==> config.mk <==
export PLATFORM = sky130hd
export DESIGN_NAME = q2e_fifo
export DESIGN_NICKNAME = d
export VERILOG_FILES = /design/src/rtl/core/q2e_pkg.sv /design/src/rtl/core/q2e_fifo.sv
export SDC_FILE = /design/constraint.sdc
export NUM_CORES = 1
export LEC_CHECK = 0
export BUFFER_PORTS_ARGS = -buffer_cell sky130_fd_sc_hd__buf_2
export CAP_MARGIN = 20
export CORE_MARGIN = 5
export CORE_UTILIZATION = 51
export DETAILED_ROUTE_END_ITERATION = 12
export PLACE_DENSITY = 0.85
export SETUP_SLACK_MARGIN = 0.2
export SLEW_MARGIN = 10
export SYNTH_ARGS = -nofsm -noshare
export SYNTH_HDL_FRONTEND = slang
export SYNTH_SLANG_ARGS = --single-unit
==> constraint.sdc <==
create_clock -name clk -period 6.6 [get_ports clk]
set_clock_uncertainty 0.05 [all_clocks]
set_input_delay 1.32 -clock clk [delete_from_list [all_inputs] [get_ports clk]]
set_output_delay 1.32 -clock clk [all_outputs]
set_load 0.02 [all_outputs]
==> src/rtl/core/q2e_pkg.sv <==
// Shared types, constants and the arctangent table of the quaternion to Euler angle block.
// Depends on nothing; every other file of the block imports it.
package q2e_pkg;

    localparam int QUAT_WIDTH_DEF   = 16;
    localparam int CORDIC_STEPS_DEF = 16;

    // Products of two parts are kept in units of 2^-30.
    localparam int PROD_W = 32;
    // CORDIC datapath width; it holds the doubled sums with the CORDIC gain on top.
    localparam int CW     = 37;
    // Width of the pitch cosine root and of the small pitch sine.
    localparam int SQ_W   = 31;
    // Width of the radicand 2^60 - s*s.
    localparam int RAD_W  = 61;
    localparam int ACC_W  = 32;
    localparam int ANG_W  = 16;
    localparam int NPROD  = 9;
    localparam int FIFO_DEPTH = 4;

    localparam logic signed [CW-1:0] ONE_Q30      = CW'(64'd1 << 30);
    localparam logic [RAD_W-1:0]     RAD_ONE      = RAD_W'(64'd1 << 60);
    localparam logic [ACC_W-1:0]     QUARTER_TURN = 32'h4000_0000;
    localparam logic signed [ANG_W-1:0] PITCH_LIMIT = 16'sd16384;

    typedef struct packed {
        logic signed [CW-1:0]   sr;
        logic signed [CW-1:0]   cr;
        logic signed [CW-1:0]   sy;
        logic signed [CW-1:0]   cy;
        logic signed [SQ_W-1:0] sp;
        logic [RAD_W-1:0]       rad;
        logic                   clamp;
        logic                   pneg;
    } q2e_item_t;

    // atan(2^-i) with 2^31 standing for pi.
    function automatic logic [ACC_W-1:0] atan_entry(input logic [4:0] idx);
        logic [ACC_W-1:0] r;
        case (idx)
            5'd0:  r = 32'h2000_0000;
            5'd1:  r = 32'h12E4_051E;
            5'd2:  r = 32'h09FB_385B;
            5'd3:  r = 32'h0511_11D4;
            5'd4:  r = 32'h028B_0D43;
            5'd5:  r = 32'h0145_D7E1;
            5'd6:  r = 32'h00A2_F61E;
            5'd7:  r = 32'h0051_7C55;
            5'd8:  r = 32'h0028_BE53;
            5'd9:  r = 32'h0014_5F2F;
            5'd10: r = 32'h000A_2F98;
            5'd11: r = 32'h0005_17CC;
            5'd12: r = 32'h0002_8BE6;
            5'd13: r = 32'h0001_45F3;
            5'd14: r = 32'h0000_A2FA;
            5'd15: r = 32'h0000_517D;
            5'd16: r = 32'h0000_28BE;
            5'd17: r = 32'h0000_145F;
            5'd18: r = 32'h0000_0A30;
            5'd19: r = 32'h0000_0518;
            5'd20: r = 32'h0000_028C;
            5'd21: r = 32'h0000_0146;
            5'd22: r = 32'h0000_00A3;
            5'd23: r = 32'h0000_0051;
            5'd24: r = 32'h0000_0029;
            5'd25: r = 32'h0000_0014;
            5'd26: r = 32'h0000_000A;
            5'd27: r = 32'h0000_0005;
            5'd28: r = 32'h0000_0003;
            5'd29: r = 32'h0000_0001;
            5'd30: r = 32'h0000_0001;
            default: r = 32'h0000_0000;
        endcase
        return r;
    endfunction

endpackage

==> src/rtl/core/q2e_fifo.sv <==
// Short queue between the front end and the arithmetic back end.
// Depends on q2e_pkg.
module q2e_fifo import q2e_pkg::*; #(
    parameter int DEPTH = FIFO_DEPTH
) (
    input  logic      clk,
    input  logic      rst_n,
    input  logic      push,
    input  q2e_item_t wr_item,
    output logic      can_push,
    input  logic      take,
    output logic      avail,
    output q2e_item_t rd_item
);

    localparam int AW = (DEPTH > 1) ? $clog2(DEPTH) : 1;
    localparam int CNT_W = $clog2(DEPTH + 1);

    q2e_item_t mem_reg [DEPTH];
    logic [AW-1:0]    wr_ptr_reg, rd_ptr_reg;
    logic [CNT_W-1:0] count_reg;
    logic             pop;

    assign avail    = (count_reg != '0);
    assign pop      = avail && take;
    // A full queue still takes a beat in the cycle that it hands one on.
    assign can_push = (count_reg != CNT_W'(DEPTH)) || pop;
    assign rd_item  = mem_reg[rd_ptr_reg];

    always_ff @(posedge clk or negedge rst_n)
    begin
        if (!rst_n)
        begin
            wr_ptr_reg <= '0;
            rd_ptr_reg <= '0;
            count_reg  <= '0;
        end
        else
        begin
            if (push)
            begin
                wr_ptr_reg <= (wr_ptr_reg == AW'(DEPTH - 1)) ? '0 : wr_ptr_reg + 1'b1;
            end
            if (pop)
            begin
                rd_ptr_reg <= (rd_ptr_reg == AW'(DEPTH - 1)) ? '0 : rd_ptr_reg + 1'b1;
            end
            if (push && !pop)
            begin
                count_reg <= count_reg + 1'b1;
            end
            else if (pop && !push)
            begin
                count_reg <= count_reg - 1'b1;
            end
        end
    end

    always_ff @(posedge clk)
    begin
        if (push)
        begin
            mem_reg[wr_ptr_reg] <= wr_item;
        end
    end

endmodule

=== Word level (Yosys, flattened, before mapping) ===
Memories as Yosys holds them, arrays and structs flattened.
Cells that the tools add are included.
W data, S select, Z words.

* Flip-flop bits (word level): 7
* Memory bits (writable): 968
* Bits of input ports: 246
* Output and inout port bits: 244
* Logic and storage cells: 25
* Memories: 1

* Add/sub/neg operators: 4
* Equality and inequality tests: 3
* Multiplexer cells: 6
* Reduce and logical (&&, ||, !) cells: 8

{| class="wikitable"
|+ Memory list
! name !! depth !! width !! rd ports !! clocked after memory_dff !! wr ports !! RTL line !! RTL
|-
| mem_reg || 4 || 242 || 1 || 0 || 1 || q2e_fifo.sv:19 || <nowiki>q2e_item_t mem_reg [DEPTH];</nowiki>
|}

{| class="wikitable"
|+ Operators by type and width
! operator !! count
|-
| $mux W3 || 2
|-
| $add A2 B1 Y2 const B || 2
|-
| $eq A2 B2 Y1 const B || 2
|-
| $mux W2 || 2
|-
| $add A3 B1 Y3 const B || 1
|-
| $logic_and A1 B1 Y1 || 3
|-
| $ne A3 B3 Y1 const B || 1
|-
| $reduce_bool A3 Y1 || 1
|-
| $sub A3 B1 Y3 const B || 1
|-
| $logic_not A1 Y1 || 2
|-
| $mux W1 || 2
|-
| $reduce_bool A2 Y1 || 1
|-
| $logic_or A1 B1 Y1 || 1
|}

=== Longest topological paths before layout ===
* Depth after elaboration: 5
* Gate-level depth with buffers: 8
* Mapped depth without buffers: 8

=== Worst setup path before layout ===
No wires, ideal clock.

* Path kind: input -> register
* From: input port push
* To: memory mem_reg[0][0] (netlist name), enable pin
* Setup time: 0.632 ns
* Data arrival time: 6.794 ns
* Data required time: 5.918 ns
* Setup slack: -0.876 ns
* Stages on the path: 1
* Path buffers: 0
* Cells stage by stage: and2_1

* Longest elaborated chain between the ends: 2

{| class="wikitable"
|+ Ends and longest elaborated chain
! item !! RTL line !! RTL
|-
| from (decl) || q2e_fifo.sv:8 || <nowiki>input logic push,</nowiki>
|-
| $mux W1 || q2e_fifo.sv:61 || <nowiki>if (push)</nowiki>
|-
| $mux W1 (implied by the code) || q2e_fifo.sv:63 || <nowiki>mem_reg[wr_ptr_reg] <= wr_item;</nowiki>
|-
| to (decl) || q2e_fifo.sv:19 ||
|}

No other way between the ends.

==> flow_metrics.env <==
export IMPL_status="completed"
export IMPL_endpoint_kind="output pin"
export IMPL_ys_seq_area_frac=0.828
export IMPL_layout_nets=2103
export IMPL_p_leak_uw=0.0141
export IMPL_wl_um=72400
export IMPL_initial_core_util=0.515
export IMPL_synth_nets=1554
export IMPL_syn_cell_area_sq_mm=0.0353
export IMPL_max_vdd_ir_drop_mv=0.405
export IMPL_critical_path_startpoint="rd_ptr_reg[0]"
export IMPL_clk_pin_slew_ns=0.06
export IMPL_synth_top_flop_cell="edfxtp_1"
export IMPL_path_cells="buf_4, mux4_2, buf_2"
export IMPL_rsz0062_at_grt="no"
export IMPL_crit_type="reg -> out"
export IMPL_synth_area_per_cell_sq_um=27.1
export IMPL_cp_num_buf_inv=2
export IMPL_hold_buffers=0
export IMPL_cp_arrival_ns=3.13
export IMPL_required_ns=5.23
export IMPL_synthTopCellsByCount="edfxtp_1 (968), mux4_2 (242), buf_2 (28)"
export IMPL_fmax_ghz=0.222
export IMPL_yosysMostFrequentCell="edfxtp_1"
export IMPL_grt_overflow_total=0
export IMPL_drt_pass1_iter_count=5
export IMPL_ys_seq_elements=975
export IMPL_cts_resized=0
export IMPL_min_path_type="reg -> reg"
export IMPL_vias_per_cell=5.59
export IMPL_initialDrtViolationCount=1396
export IMPL_ys_types=19
export IMPL_max_stage_delay_ns=1.09
export IMPL_cts_sinks=975
export IMPL_tns_ns=0
export IMPL_powerDensity_mw_per_mm2=459
export IMPL_syn_inst=1301
export IMPL_dieArea_sq_mm=0.0746
export IMPL_io_buffers=489
export IMPL_design_core_area_sq_mm=0.0686
export IMPL_slowest_stage="dfrtp_4"
export IMPL_hpwl_um=44200
export IMPL_reg2reg_slack_ns=3.97
export IMPL_vias=16100
export IMPL_crit_family="flip-flops"
export IMPL_netlist_area_leader_share=0.823
export IMPL_cts_tree="built"
export IMPL_antenna_left=0
export IMPL_tightest_slew_ns=1.17
export IMPL_synth_area_leaders="edfxtp_1 (82%), mux4_2 (15%), buf_6 (0.61%)"
export IMPL_grt_pass1_vias=17100
export IMPL_dp_cells=2685
export IMPL_routabilityCongestion=0.759
export IMPL_layout_min_cycle_time_ns=4.50
export IMPL_largest_reg_flops=968
export IMPL_die_h_um=273
export IMPL_htree_levels=3
export IMPL_grt_use_total=0.191
export IMPL_synth_top_area_cell="edfxtp_1"
export IMPL_slew_headroom=0.221
export IMPL_rows=96
export IMPL_hp_start="count_reg[2]"
export IMPL_clk_latency_ns=0.61
export IMPL_cts_root_buffer="clkbuf_16"
export IMPL_synthArstFlopShare=0.00718
export IMPL_yosys_warnings=0
export IMPL_postCtsSetupRepairBufs=0
export IMPL_detail_route_drc_violations=0
export IMPL_r2r_start="wr_ptr_reg[1]"
export IMPL_grt_max_degree=130
export IMPL_stdcell_count=2874
export IMPL_cp_max_fo=47
export IMPL_wl_per_cell_um=25.2
export IMPL_drive_gt1_frac=0.462
export IMPL_hold_viol=0
export IMPL_grt_pass1_wl_um=107000
export IMPL_cts_made_buffers=94
export IMPL_pin_count=490
export IMPL_cap_violations=0
export IMPL_clockBufferDepth=3
export IMPL_die_width_um=273
export IMPL_slew_violations=0
export IMPL_worst_setup_path_start_kind="flop"
export IMPL_synth_edf_count=968
export IMPL_setup_viol=0
export IMPL_antenna_found_initial=28
export IMPL_areaGrowthSynthToFinish_pct=18.4
export IMPL_period_share=0.682
## area by class of cell
cell class | count | area, sq um
sequential | 975 | 29300
fill | 4467 | 26800
multi-input combinational | 269 | 5690
timing repair buffer | 507 | 2720
clock buffer | 119 | 2510
tap | 931 | 1160
clock inverter | 52 | 425
antenna | 18 | 45.0
inverter | 3 | 11.3
## path summary, 6_finish.rpt
kind | cells after the start | to
setup / recovery | 3 | rd_item[194]
hold / removal | 1 | count_reg[2]
setup reg to reg | 4 | mem_reg[1][105]
hold reg to reg | 1 | count_reg[2]
max in group asynchronous | 1 | rd_ptr_reg[0]
min in group asynchronous | 1 | count_reg[1]
## layer usage
metal	vias up	routed length, um	GRT usage	share of wire
met1	8416	25000	0.237	0.35
met4	22	1970	0.0583	0.027
li1	6803	-	-	-
met2	702	38200	0.324	0.53
met3	136	7110	0.0637	0.098
met5	-	150	0	0.0021
## metrics by stage
step	setup slack, ns	hold slack [ns]	total power (uW)	utilization	cell area, sq um
after floorplan	1.81	0.399	12500	-	35300
after global placement	2.67	0.415	14100	0.566	38800
after detailed placement	2.62	0.438	14300	0.566	38800
after CTS	1.94	0.426	19400	0.609	41800
after global routing	1.80	0.441	20000	0.609	41800
final	2.10	0.448	19200	0.610	41800
## report_power, final
part,leakage [uW],internal [uW],switching [uW]
registers,0.00897,7940,365
logic,0.00370,2320,3510
clock network,0.00144,2870,2180
total,0.0141,13100,6050
## cells by family (layout without fill, tap and decap cells)
family,after synthesis,in the layout,share of synthesized area
flip-flops,975,975,0.828
buffers and inverters,57,681,0.0112
other,0,18,0
XOR/XNOR,3,3,0.000744
multiplexers,245,245,0.155
adder cells (fa/ha/maj),7,7,0.00269
AND/OR/NAND/NOR,12,12,0.00181
AO/OA/AOI/OAI,2,2,0.000283
## placed cells by master, fill, tap and decap left out, drive strengths merged
| cell type | count |
|---|---|
| clkinvlp | 2 |
| diode | 18 |
| nand2 | 3 |
| fa | 1 |
| or3 | 1 |
| dfrtp | 7 |
| and2 | 4 |
| mux2 | 3 |
| buf | 507 |
| nor2 | 3 |
| xnor2 | 1 |
| edfxtp | 968 |
| or4b | 1 |
| clkbuf | 119 |
| clkinv | 40 |
| bufinv | 4 |
| o21ai | 2 |
| xor2 | 2 |
| mux4 | 242 |
| ha | 6 |
| inv | 9 |
No activity file was read; power rests on OpenSTA's default activity.
